[config.mk]
export PLATFORM = sky130hd
export DESIGN_NAME = uart_tx_fifo_serializer_flat
export DESIGN_NICKNAME = d
export VERILOG_FILES = /design/src/rtl/core/utx_pkg.sv /design/src/rtl/core/utx_req_if.sv /design/src/rtl/core/utx_rsp_if.sv /design/src/rtl/core/utx_fifo.sv /design/src/rtl/core/utx_serial.sv /design/src/rtl/core/utx_rsp_buf.sv /design/src/rtl/core/uart_tx_fifo_serializer.sv /design/src/flat_wrapper.sv
export SDC_FILE = /design/constraint.sdc
export NUM_CORES = 1
export LEC_CHECK = 0
export BUFFER_PORTS_ARGS = -buffer_cell sky130_fd_sc_hd__buf_2
export CORE_UTILIZATION = 30
export CTS_BUF_LIST = sky130_fd_sc_hd__clkbuf_8
export DETAILED_ROUTE_END_ITERATION = 7
export MAX_ROUTING_LAYER = met4
export PLACE_DENSITY = 0.45
export SKIP_LAST_GASP = 1
export SLEW_MARGIN = 0
export SYNTH_ARGS = -nofsm -noshare
export SYNTH_HDL_FRONTEND = slang
export SYNTH_HIERARCHICAL = 1
export SYNTH_SLANG_ARGS = --single-unit
[constraint.sdc]
create_clock -name clock -period 4.1 [get_ports clock]
set_input_delay 0.41 -clock clock [delete_from_list [all_inputs] [get_ports clock]]
set_output_delay 0.41 -clock clock [all_outputs]
set_load 0.01 [all_outputs]
[src/rtl/core/utx_pkg.sv]
`default_nettype none
// ----------------------------------------------------------------------------
// utx_pkg
// shared types and constants of the fifo fed 8n1 uart transmitter
// ----------------------------------------------------------------------------
package utx_pkg;

   localparam logic [7:0] CH_LF     = 8'h0A;
   localparam logic [7:0] CH_CR     = 8'h0D;
   localparam int         DATA_BITS = 8;
   localparam int         BIT_IDX_W = $clog2(DATA_BITS);

   localparam logic REQ_WRITE = 1'b0;
   localparam logic REQ_TICK  = 1'b1;

   typedef enum logic [1:0] {
      PH_IDLE  = 2'd0,
      PH_START = 2'd1,
      PH_DATA  = 2'd2,
      PH_STOP  = 2'd3
   } tx_phase_type;

   // one stored entry: a byte, optionally preceded by a carriage return
   typedef struct packed {
      logic       cr_flag;
      logic [7:0] data;
   } fifo_entry_type;

   typedef struct packed {
      logic           push;
      logic           push_two;
      fifo_entry_type push_entry;
      logic           pop_byte;
      logic           pop_entry;
   } fifo_ctrl_type;

   typedef struct packed {
      logic       line_level;
      logic       write_accepted;
      logic       busy_res;
      logic [7:0] fifo_count;
   } rsp_payload_type;

endpackage
`default_nettype wire

[src/rtl/core/utx_req_if.sv]
`default_nettype none
// ----------------------------------------------------------------------------
// utx_req_if
// request channel: write byte or baud tick
// ----------------------------------------------------------------------------
interface utx_req_if;
   logic       valid;
   logic       ready;
   logic       req_type;
   logic [7:0] char_byte;

   modport source (output valid, output req_type, output char_byte, input ready);
   modport sink   (input valid, input req_type, input char_byte, output ready);
endinterface
`default_nettype wire

[src/rtl/core/utx_rsp_if.sv]
`default_nettype none
// ----------------------------------------------------------------------------
// utx_rsp_if
// response channel: line level and fifo status after each request
// ----------------------------------------------------------------------------
interface utx_rsp_if;
   logic       valid;
   logic       ready;
   logic       line_level;
   logic       write_accepted;
   logic       busy_res;
   logic [7:0] fifo_count;

   modport source (output valid, output line_level, output write_accepted,
                   output busy_res, output fifo_count, input ready);
   modport sink   (input valid, input line_level, input write_accepted,
                   input busy_res, input fifo_count, output ready);
endinterface
`default_nettype wire

[src/rtl/core/utx_fifo.sv]
`default_nettype none
// ----------------------------------------------------------------------------
// utx_fifo
// byte fifo: entry memory with registered read, pointers and byte count
// ----------------------------------------------------------------------------
module utx_fifo #(
   parameter int FIFO_DEPTH = 128
) (
   input  wire                                logic clock,
   input  wire                                logic reset,
   input  wire utx_pkg::fifo_ctrl_type        ctrl,
   output logic [$clog2(FIFO_DEPTH+1)-1:0]    count,
   output logic [$clog2(FIFO_DEPTH+1)-1:0]    count_next,
   output utx_pkg::fifo_entry_type            rd_entry
);
   import utx_pkg::*;

   localparam int PTR_W = $clog2(FIFO_DEPTH);
   localparam int CNT_W = $clog2(FIFO_DEPTH+1);
   localparam logic [PTR_W-1:0] PTR_LAST = PTR_W'(FIFO_DEPTH - 1);

   fifo_entry_type   mem_ff [FIFO_DEPTH];
   fifo_entry_type   rd_data_ff;
   logic [PTR_W-1:0] wr_ptr_ff, wr_ptr_in;
   logic [PTR_W-1:0] rd_ptr_ff, rd_ptr_in;
   logic [CNT_W-1:0] count_ff, count_in;

   always_comb begin
      wr_ptr_in = wr_ptr_ff;
      rd_ptr_in = rd_ptr_ff;
      count_in  = count_ff;
      if (ctrl.push) begin
         wr_ptr_in = (wr_ptr_ff == PTR_LAST) ? '0 : wr_ptr_ff + PTR_W'(1);
         count_in  = count_ff + (ctrl.push_two ? CNT_W'(2) : CNT_W'(1));
      end
      if (ctrl.pop_entry) begin
         rd_ptr_in = (rd_ptr_ff == PTR_LAST) ? '0 : rd_ptr_ff + PTR_W'(1);
      end
      if (ctrl.pop_byte) begin
         count_in = count_ff - CNT_W'(1);
      end
   end

   always_ff @(posedge clock) begin
      if (reset) begin
         wr_ptr_ff <= '0;
         rd_ptr_ff <= '0;
         count_ff  <= '0;
      end else begin
         wr_ptr_ff <= wr_ptr_in;
         rd_ptr_ff <= rd_ptr_in;
         count_ff  <= count_in;
      end
   end

   always_ff @(posedge clock) begin
      if (ctrl.push) begin
         mem_ff[wr_ptr_ff] <= ctrl.push_entry;
      end
      if (ctrl.pop_entry) begin
         rd_data_ff <= mem_ff[rd_ptr_ff];
      end
   end

   assign count      = count_ff;
   assign count_next = count_in;
   assign rd_entry   = rd_data_ff;
endmodule
`default_nettype wire

[src/rtl/core/utx_serial.sv]
`default_nettype none
// ----------------------------------------------------------------------------
// utx_serial
// request decode, cr/lf expansion, admission check and 8n1 bit sequencer
// ----------------------------------------------------------------------------
module utx_serial #(
   parameter int FIFO_DEPTH = 128
) (
   input  wire                              logic clock,
   input  wire                              logic reset,
   input  wire                              logic csr_wr_en,
   input  wire                              logic csr_wr_data,
   input  wire                              logic fire,
   input  wire                              logic req_type,
   input  wire                              logic [7:0] char_byte,
   input  wire logic [$clog2(FIFO_DEPTH+1)-1:0]  count,
   input  wire logic [$clog2(FIFO_DEPTH+1)-1:0]  count_next,
   input  wire utx_pkg::fifo_entry_type     rd_entry,
   output utx_pkg::fifo_ctrl_type           ctrl,
   output utx_pkg::rsp_payload_type         result
);
   import utx_pkg::*;

   localparam int CNT_W = $clog2(FIFO_DEPTH+1);
   localparam logic [CNT_W-1:0] DEPTH_C = CNT_W'(FIFO_DEPTH);
   localparam logic [BIT_IDX_W-1:0] LAST_BIT = BIT_IDX_W'(DATA_BITS - 1);

   tx_phase_type         phase_ff, phase_in;
   logic [BIT_IDX_W-1:0] bit_idx_ff, bit_idx_in;
   logic                 line_ff, line_in;
   logic                 sel_cr_ff, sel_cr_in;
   logic                 half_ff, half_in;
   logic                 crlf_ff;

   logic                 expand;
   logic [CNT_W-1:0]     room;
   logic                 fits;
   logic                 send_cr;
   logic [7:0]           tx_byte;
   logic [CNT_W+7:0]     count_wide;

   always_ff @(posedge clock) begin
      if (reset) begin
         crlf_ff <= 1'b1;
      end else if (csr_wr_en) begin
         crlf_ff <= csr_wr_data;
      end
   end

   always_ff @(posedge clock) begin
      if (reset) begin
         phase_ff   <= PH_IDLE;
         bit_idx_ff <= '0;
         line_ff    <= 1'b1;
         sel_cr_ff  <= 1'b0;
         half_ff    <= 1'b0;
      end else begin
         phase_ff   <= phase_in;
         bit_idx_ff <= bit_idx_in;
         line_ff    <= line_in;
         sel_cr_ff  <= sel_cr_in;
         half_ff    <= half_in;
      end
   end

   assign expand  = crlf_ff && (char_byte == CH_LF);
   assign room    = DEPTH_C - count;
   assign fits    = expand ? (room >= CNT_W'(2)) : (room >= CNT_W'(1));
   assign send_cr = rd_entry.cr_flag && sel_cr_ff;
   assign tx_byte = send_cr ? CH_CR : rd_entry.data;

   always_comb begin
      phase_in   = phase_ff;
      bit_idx_in = bit_idx_ff;
      line_in    = line_ff;
      sel_cr_in  = sel_cr_ff;
      half_in    = half_ff;

      ctrl.push               = 1'b0;
      ctrl.push_two           = expand;
      ctrl.push_entry.cr_flag = expand;
      ctrl.push_entry.data    = char_byte;
      ctrl.pop_byte           = 1'b0;
      ctrl.pop_entry          = 1'b0;

      result.write_accepted = 1'b0;

      if (fire) begin
         if (req_type == REQ_WRITE) begin
            if (fits) begin
               ctrl.push             = 1'b1;
               result.write_accepted = 1'b1;
               if (phase_ff == PH_IDLE) begin
                  phase_in = PH_START;
               end
            end
         end else begin
            case (phase_ff)
               PH_START: begin
                  if (count == '0) begin
                     line_in  = 1'b1;
                     phase_in = PH_IDLE;
                  end else begin
                     line_in       = 1'b0;
                     ctrl.pop_byte = 1'b1;
                     bit_idx_in    = '0;
                     phase_in      = PH_DATA;
                     // second half of an expanded line feed stays in the read register
                     if (half_ff) begin
                        sel_cr_in = 1'b0;
                        half_in   = 1'b0;
                     end else begin
                        ctrl.pop_entry = 1'b1;
                        sel_cr_in      = 1'b1;
                     end
                  end
               end
               PH_DATA: begin
                  line_in    = tx_byte[bit_idx_ff];
                  half_in    = send_cr;
                  bit_idx_in = bit_idx_ff + BIT_IDX_W'(1);
                  if (bit_idx_ff == LAST_BIT) begin
                     phase_in = PH_STOP;
                  end
               end
               PH_STOP: begin
                  line_in  = 1'b1;
                  phase_in = (count == '0) ? PH_IDLE : PH_START;
               end
               default: begin
               end
            endcase
         end
      end

      count_wide        = {8'b0, count_next};
      result.line_level = line_in;
      result.busy_res   = (phase_in != PH_IDLE);
      result.fifo_count = count_wide[7:0];
   end
endmodule
`default_nettype wire

[src/rtl/core/utx_rsp_buf.sv]
`default_nettype none
// ----------------------------------------------------------------------------
// utx_rsp_buf
// two entry response buffer between the datapath and the response channel
// ----------------------------------------------------------------------------
module utx_rsp_buf (
   input  wire                      logic clock,
   input  wire                      logic reset,
   input  wire                      logic push,
   input  wire utx_pkg::rsp_payload_type push_data,
   output logic                     in_ready,
   output logic                     out_valid,
   input  wire                      logic out_ready,
   output utx_pkg::rsp_payload_type out_data
);
   import utx_pkg::*;

   rsp_payload_type slot0_ff, slot0_in;
   rsp_payload_type slot1_ff, slot1_in;
   logic            valid0_ff, valid0_in;
   logic            valid1_ff, valid1_in;
   logic            pop;

   assign pop = valid0_ff && out_ready;

   always_comb begin
      slot0_in  = slot0_ff;
      slot1_in  = slot1_ff;
      valid0_in = valid0_ff;
      valid1_in = valid1_ff;
      if (pop) begin
         slot0_in  = valid1_ff ? slot1_ff : push_data;
         valid0_in = valid1_ff || push;
         valid1_in = 1'b0;
      end else if (push) begin
         if (valid0_ff) begin
            slot1_in  = push_data;
            valid1_in = 1'b1;
         end else begin
            slot0_in  = push_data;
            valid0_in = 1'b1;
         end
      end
   end

   always_ff @(posedge clock) begin
      if (reset) begin
         valid0_ff <= 1'b0;
         valid1_ff <= 1'b0;
      end else begin
         valid0_ff <= valid0_in;
         valid1_ff <= valid1_in;
      end
   end

   always_ff @(posedge clock) begin
      slot0_ff <= slot0_in;
      slot1_ff <= slot1_in;
   end

   assign in_ready  = !valid1_ff;
   assign out_valid = valid0_ff;
   assign out_data  = slot0_ff;
endmodule
`default_nettype wire

[src/rtl/core/uart_tx_fifo_serializer.sv]
`default_nettype none
// ----------------------------------------------------------------------------
// uart_tx_fifo_serializer
// 8n1 uart transmitter with byte fifo, cr/lf expansion and reject on full
// ----------------------------------------------------------------------------
// response: each result is registered in the response buffer
// throughput: 1 request per cycle, ready drops only with two responses pending
// a fifo pop reads the entry memory into a register on the start bit tick
// reset: pointers, byte count and sequencer cleared, line high, cr/lf mode on
// reset: fifo memory contents are not cleared
// ----------------------------------------------------------------------------
module uart_tx_fifo_serializer #(
   parameter int FIFO_DEPTH = 128
) (
   input  wire  logic  clock,
   input  wire  logic  reset,
   utx_req_if.sink     req_bus,
   utx_rsp_if.source   rsp_bus,
   input  wire  logic  csr_wr_en,
   input  wire  logic  csr_wr_data
);
   import utx_pkg::*;

   localparam int CNT_W = $clog2(FIFO_DEPTH+1);

   fifo_ctrl_type   ctrl;
   fifo_entry_type  rd_entry;
   rsp_payload_type result;
   rsp_payload_type out_data;
   logic [CNT_W-1:0] count;
   logic [CNT_W-1:0] count_next;
   logic            in_ready;
   logic            fire;

   assign req_bus.ready = in_ready;
   assign fire          = req_bus.valid && in_ready;

   utx_fifo #(
      .FIFO_DEPTH (FIFO_DEPTH)
   ) u_fifo (
      .clock      (clock),
      .reset      (reset),
      .ctrl       (ctrl),
      .count      (count),
      .count_next (count_next),
      .rd_entry   (rd_entry)
   );

   utx_serial #(
      .FIFO_DEPTH (FIFO_DEPTH)
   ) u_serial (
      .clock       (clock),
      .reset       (reset),
      .csr_wr_en   (csr_wr_en),
      .csr_wr_data (csr_wr_data),
      .fire        (fire),
      .req_type    (req_bus.req_type),
      .char_byte   (req_bus.char_byte),
      .count       (count),
      .count_next  (count_next),
      .rd_entry    (rd_entry),
      .ctrl        (ctrl),
      .result      (result)
   );

   utx_rsp_buf u_rsp_buf (
      .clock     (clock),
      .reset     (reset),
      .push      (fire),
      .push_data (result),
      .in_ready  (in_ready),
      .out_valid (rsp_bus.valid),
      .out_ready (rsp_bus.ready),
      .out_data  (out_data)
   );

   assign rsp_bus.line_level     = out_data.line_level;
   assign rsp_bus.write_accepted = out_data.write_accepted;
   assign rsp_bus.busy_res       = out_data.busy_res;
   assign rsp_bus.fifo_count     = out_data.fifo_count;
endmodule
`default_nettype wire

[src/flat_wrapper.sv]
// flat-port wrapper written by rule: the top's interface ports become plain ports
module uart_tx_fifo_serializer_flat import utx_pkg::*;
#(
   parameter int FIFO_DEPTH = 128
)
  (clock, reset, csr_wr_en, csr_wr_data, req_bus_valid, req_bus_req_type, req_bus_char_byte, req_bus_ready, rsp_bus_valid, rsp_bus_line_level, rsp_bus_write_accepted, rsp_bus_busy_res, rsp_bus_fifo_count, rsp_bus_ready);
  utx_req_if req_bus_i ();
  utx_rsp_if rsp_bus_i ();
  input  wire  logic clock;
  input  wire  logic reset;
  input  wire  logic csr_wr_en;
  input  wire  logic csr_wr_data;
  input wire logic [$bits(req_bus_i.valid)-1:0] req_bus_valid;
  input wire logic [$bits(req_bus_i.req_type)-1:0] req_bus_req_type;
  input wire logic [$bits(req_bus_i.char_byte)-1:0] req_bus_char_byte;
  output wire logic [$bits(req_bus_i.ready)-1:0] req_bus_ready;
  output wire logic [$bits(rsp_bus_i.valid)-1:0] rsp_bus_valid;
  output wire logic [$bits(rsp_bus_i.line_level)-1:0] rsp_bus_line_level;
  output wire logic [$bits(rsp_bus_i.write_accepted)-1:0] rsp_bus_write_accepted;
  output wire logic [$bits(rsp_bus_i.busy_res)-1:0] rsp_bus_busy_res;
  output wire logic [$bits(rsp_bus_i.fifo_count)-1:0] rsp_bus_fifo_count;
  input wire logic [$bits(rsp_bus_i.ready)-1:0] rsp_bus_ready;
  assign req_bus_i.valid = req_bus_valid;
  assign req_bus_i.req_type = req_bus_req_type;
  assign req_bus_i.char_byte = req_bus_char_byte;
  assign req_bus_ready = req_bus_i.ready;
  assign rsp_bus_valid = rsp_bus_i.valid;
  assign rsp_bus_line_level = rsp_bus_i.line_level;
  assign rsp_bus_write_accepted = rsp_bus_i.write_accepted;
  assign rsp_bus_busy_res = rsp_bus_i.busy_res;
  assign rsp_bus_fifo_count = rsp_bus_i.fifo_count;
  assign rsp_bus_i.ready = rsp_bus_ready;
  uart_tx_fifo_serializer #(.FIFO_DEPTH(FIFO_DEPTH)) u_core (.clock(clock), .reset(reset), .req_bus(req_bus_i), .rsp_bus(rsp_bus_i), .csr_wr_en(csr_wr_en), .csr_wr_data(csr_wr_data));
endmodule
* Yosys cells after proc, flatten, opt, wreduce, memory -nomap -nowiden
Memory sizes are Yosys's and may differ from the RTL's. A register that Yosys moved wholly into a read port is not among the register bits.
Index checks and enable logic that the tools add are counted.
** Cells by class
- Reduce and logical (&&, ||, !) cells :: 17
- Add/sub/neg operators :: 6
- Equality and inequality tests :: 9
- Magnitude comparators :: 3
- Mux-type cells :: 41
- Bitwise logic cells :: 2
** Operator list (number)
- 11-bit 2-to-1 mux :: 4
- 8-bit 2-to-1 mux :: 3
- 2-bit 2-to-1 mux :: 11
- 1-bit 2-to-1 mux :: 15
- 7-bit by 1-bit adder with 7-bit output (second input constant) :: 2
- 7-bit equality test (second input constant) :: 2
- 7-bit 2-to-1 mux :: 2
- 8-bit by 2-bit adder with 8-bit output :: 1
- 8-bit by 4-bit equality test with 1-bit output (second input constant) :: 1
- 8-bit by 1-bit >= comparator with 1-bit output (second input constant) :: 1
- 8-bit by 2-bit >= comparator with 1-bit output (second input constant) :: 1
- 8-bit logical NOT :: 1
- 4-bit AND reduction :: 2
- 8-bit by 1-bit subtractor with 8-bit output (second input constant) :: 1
- 8-bit subtractor (first input constant) :: 1
- 2-bit case mux with 3 select lines :: 1
- 3-bit case mux with 2 select lines :: 1
- 2-bit nonzero test :: 3
- 2-bit equality test (second input constant) :: 2
- 1-bit logical AND :: 4
- 3-bit by 4-bit < comparator with 1-bit output (second input constant) :: 1
- 2-bit AND reduction :: 2
- 3-bit by 1-bit adder with 3-bit output (second input constant) :: 1
- 1-bit binary-select mux with 3-bit select :: 1
- other kinds (13) :: 14
** Word-level totals
- Memories :: 1
- Output and inout port bits :: 13
- Logic and storage cells :: 98
- Bits of input ports :: 15
- Bits in writable memories :: 1152
- Bits in registers :: 55
** Memories
- u_core.u_fifo.mem_ff :: words 128, bits a word 9, rd ports 1, clocked after memory_dff 1, write ports 1, RTL line utx_fifo.sv:22 : fifo_entry_type mem_ff [FIFO_DEPTH];

* Depth between registers and ports, before layout
- Depth in word-level cells :: 11
- Depth in mapped cells :: 14
- Gate-level depth less buffers :: 12

* Modules after synthesis
The synthesis kept the hierarchy.
** Modules (own cells, without submodules)
- utx_fifo :: times used 1, cells an instance 2299, sequential area each 35303.9 sq um, area an instance 46278.1 sq um
- utx_serial :: times used 1, cells an instance 131, sequential area each 180.2 sq um, area an instance 1017.2 sq um
- utx_rsp_buf :: times used 1, cells an instance 45, sequential area each 700.7 sq um, area an instance 929.6 sq um
- uart_tx_fifo_serializer :: times used 1, cells an instance 1, sequential area each 0.0 sq um, area an instance 6.3 sq um

* Least setup slack after synthesis
No wires, ideal clock.
- Path type :: reg2reg
- Start :: register u_core.u_fifo.count_ff[0], in the netlist u_core/u_fifo/count[0]
- End :: memory u_core/u_fifo/mem_ff[78][0] (netlist bit), enable pin
- Stages on the path, launching flop included :: 11
- Setup time :: 0.387 ns
- Path slack :: 0.744 ns
- Data required time :: 3.713 ns
- Arrival time :: 2.969 ns
- Period minus slack after synthesis :: 3.356 ns
- Cells stage by stage :: dfxtp_1 inv_1 ha_1 nor3b_1 o211ai_1 a22oi_1 a21oi_1 clkbuf_1 clkbuf_1 nand4_1 nor3_1
** RTL lines
- from (decl) :: RTL line utx_fifo.sv:26 : logic [CNT_W-1:0] count_ff, count_in;
- from (signal assigned) :: RTL line utx_fifo.sv:52 : count_ff <= count_in;
- to (decl) :: RTL line utx_fifo.sv:22

==> metrics.csv <==
metric;value;unit
die_x;403;um
outcome;completed;
ant_nets;0;
powerDensity;430;nW/um2
startpoint;u_core/u_fifo/rd_ptr_ff[1];
p_leak;17.5;nW
period_share;88.1;%
hpwl;83300;um
root_buffer;clkbuf_8;
fin_util;35.0;%
min_path_type;input port to flip-flop;
swShare;21.7;%
vias;25100;
n_fill_cell;14900;
p_int;0.0187;W
grt_overflow;0;
syn_inst;2476;
setup.worst_path.end_class;flip-flop;
h-tree-depth;4;
yosys.cell_types.count;72;
cts.sink_count;1216;
yosysWarnings;6;
grt_pass1_wl;192000;um
ys_seq_elements;1216;
core;159000;um2
rsz0062_at_grt;no;
drt_first_pass_iters;5;
grt_max_degree;97;
final_layout_size_suffix_gt1_share;27.0;%
fin_skew;36.5;ps
route.detailed.wl_per_inst;26.6;um
switchingPower;0.00519;W
pin_count;28;
p_clk_share;41.0;%
synthFlopType;edfxtp_1;
die_area;162000;um2
insertion_delay;930;ps
fin_tns_setup;0;ps
syn2layout_area_growth;15.4;%
reg2reg_from;u_core/u_fifo/rd_ptr_ff[1];
port_buffers;27;
place.gp.congestion;0.832;
power_frac_comb;2.0;%
slew_headroom;15.0;%
finalNetCount;2816;
dp.cells;4656;
maxCapViolCount;0;
cts.hold.buffers_added;8;
cts_tree;built;
period_minus_slack;3610;ps
wl;133000;um
syn_avg_cell_area;19.5;um2
ys_seq_area_share;75.0;%
peakVddDrop;0.248;mV
cp-start-kind;flip-flop;
synth_nets;2502;
hold_viol;0;
mostFrequentLayoutCells;edfxtp_1, buf_4, mux4_2;
cp_max_fo;54;
p_seq_share;57.1;%
cts_setup_buffers;0;
place_ws;383;ps
cts_made_buffers;196;
clkTransAtPathRegs;60;ps
holdCritStartpoint;req_bus_valid;
fmax;0.277;GHz
timing.final.ws_setup;489;ps
grt_util_all_layers;16.9;%
synth-edff-count;1183;
synthArstFlopShare;0;%
critPathArrivalTime;4190;ps
antenna_found_initial;4;
initial_utilization;30.3;%
vias_per_cell;5.01;
criticalPathCategory;flip-flop to flip-flop;
synth_area;48200;um2
drcViolationCount;0;
die_h;403;um
clockBufferDepth;3;
drv_slew;0;
layout.cells.most_common;edfxtp_1;
finalNonFillerCells;5015;
cts_resized;0;
fp-row-count;146;
first_global_vias;26000;
setup_viol;0;
worst_slew_pin_slew;1280;ps
cp_data_required_time;4680;ps
dr.first_iter.drc_count;2088;
==> path summary, 6_finish.rpt <==
check                                                   to  slack [ps]  depth (start not counted)
worst max-delay path             u_core/u_fifo/rd_entry[0]         490                          7
worst min-delay path            u_core/u_rsp_buf/valid1_ff         120                          4
worst max register to register   u_core/u_fifo/rd_entry[0]         490                          7
worst min register to register     u_core/u_serial/half_ff         500                          2
==> layer usage <==
metal | routed length (um) | track usage, %
met1 | 58900 | 22.6
met2 | 64200 | 26.6
met3 | 7300 | 2.97
met4 | 2730 | 4.50
met5 | 0 | -
==> area by class of cell <==
type                    count  area (um2)  area share (%)
multi-input cells        1089       11000            19.7
clock buffers             204        2810            5.04
diodes                      2        5.00         0.00899
flip-flops and latches   1216       36200            65.0
clock inverters           145         823            1.48
well taps                2072        2590            4.66
inverters                  11        41.3          0.0742
repair buffers            276        2220            3.99
==> registers in the layout (all words and copies together), names as in the netlist, 2 cells and up <==
| register | flops |
|---|---|
| u_core/u_fifo/mem_ff | 1152 |
| u_core/u_fifo/count | 8 |
| u_core/u_serial/bit_idx_ff | 3 |
| u_core/u_fifo/rd_ptr_ff | 7 |
| u_core/u_fifo/wr_ptr_ff | 7 |
| u_core/u_rsp_buf/slot1_ff | 11 |
| u_core/u_fifo/rd_entry | 9 |
| u_core/u_serial/phase_ff | 2 |
| u_core/u_rsp_buf/out_data | 11 |
==> metrics by stage <==
stage,power [W],instance area [um2],hold slack (ps)
floorplan,0.0142,48200,454
global placement,0.0144,52000,486
detailed placement,0.0144,52000,487
CTS,0.0243,55700,14.9
global route,0.0248,55700,125
finish,0.0239,55700,121
==> power by group through the flow <==
stage	registers [W]	logic [W]	clock network (W)
5_1_grt	0.0137	0.000508	0.0106
2_1_floorplan	0.0139	0.000250	0
3_3_place_gp	0.0139	0.000465	0
4_1_cts	0.0137	0.000483	0.0101
6_report	0.0137	0.000473	0.00980
3_5_place_dp	0.0139	0.000476	0
==> kinds of logic (layout without fill, tap and decap cells) <==
kind of cell	count (synthesis)	count (layout)	share of synthesized area [%]
compound gates	258	258	4.04
other cells	0	2	0
mux	399	399	14.1
simple gates	402	402	3.95
flops	1216	1216	75.0
buf+inv	171	636	2.22
fa+ha+maj	11	11	0.301
xor+xnor	19	19	0.345
==> cells in the mapped netlist, types with 13 or more instances <==
cell type     n  share of area (%)
mux2i_1     141                2.9
o221ai_1     27               0.49
nor2_1      184                1.4
a21oi_1      34               0.35
nand2b_1     18               0.23
o22ai_1      38               0.49
buf_4        52               0.81
mux4_2      214                 10
nand2_1      52               0.40
clkbuf_1     48               0.37
nor3_1       29               0.30
nor2b_1      37               0.48
mux2_2       31               0.72
edfxtp_1   1183                 74
a211oi_1     31               0.48
nand3_1      27               0.28
buf_2        34               0.35
dfxtp_1      33                1.4
buf_6        23               0.54
a22o_1       13               0.24
a22oi_1      37               0.58
==> critical path: stages (launching register included) <==
cell and delay [ps]:
dfxtp_4 610, buf_12 380, buf_4 390, mux4_2 360
mux2i_1 220, nor2_1 170, nor3_1 720, a32oi_1 320
Note: power is estimated with default switching activity, not from simulation.
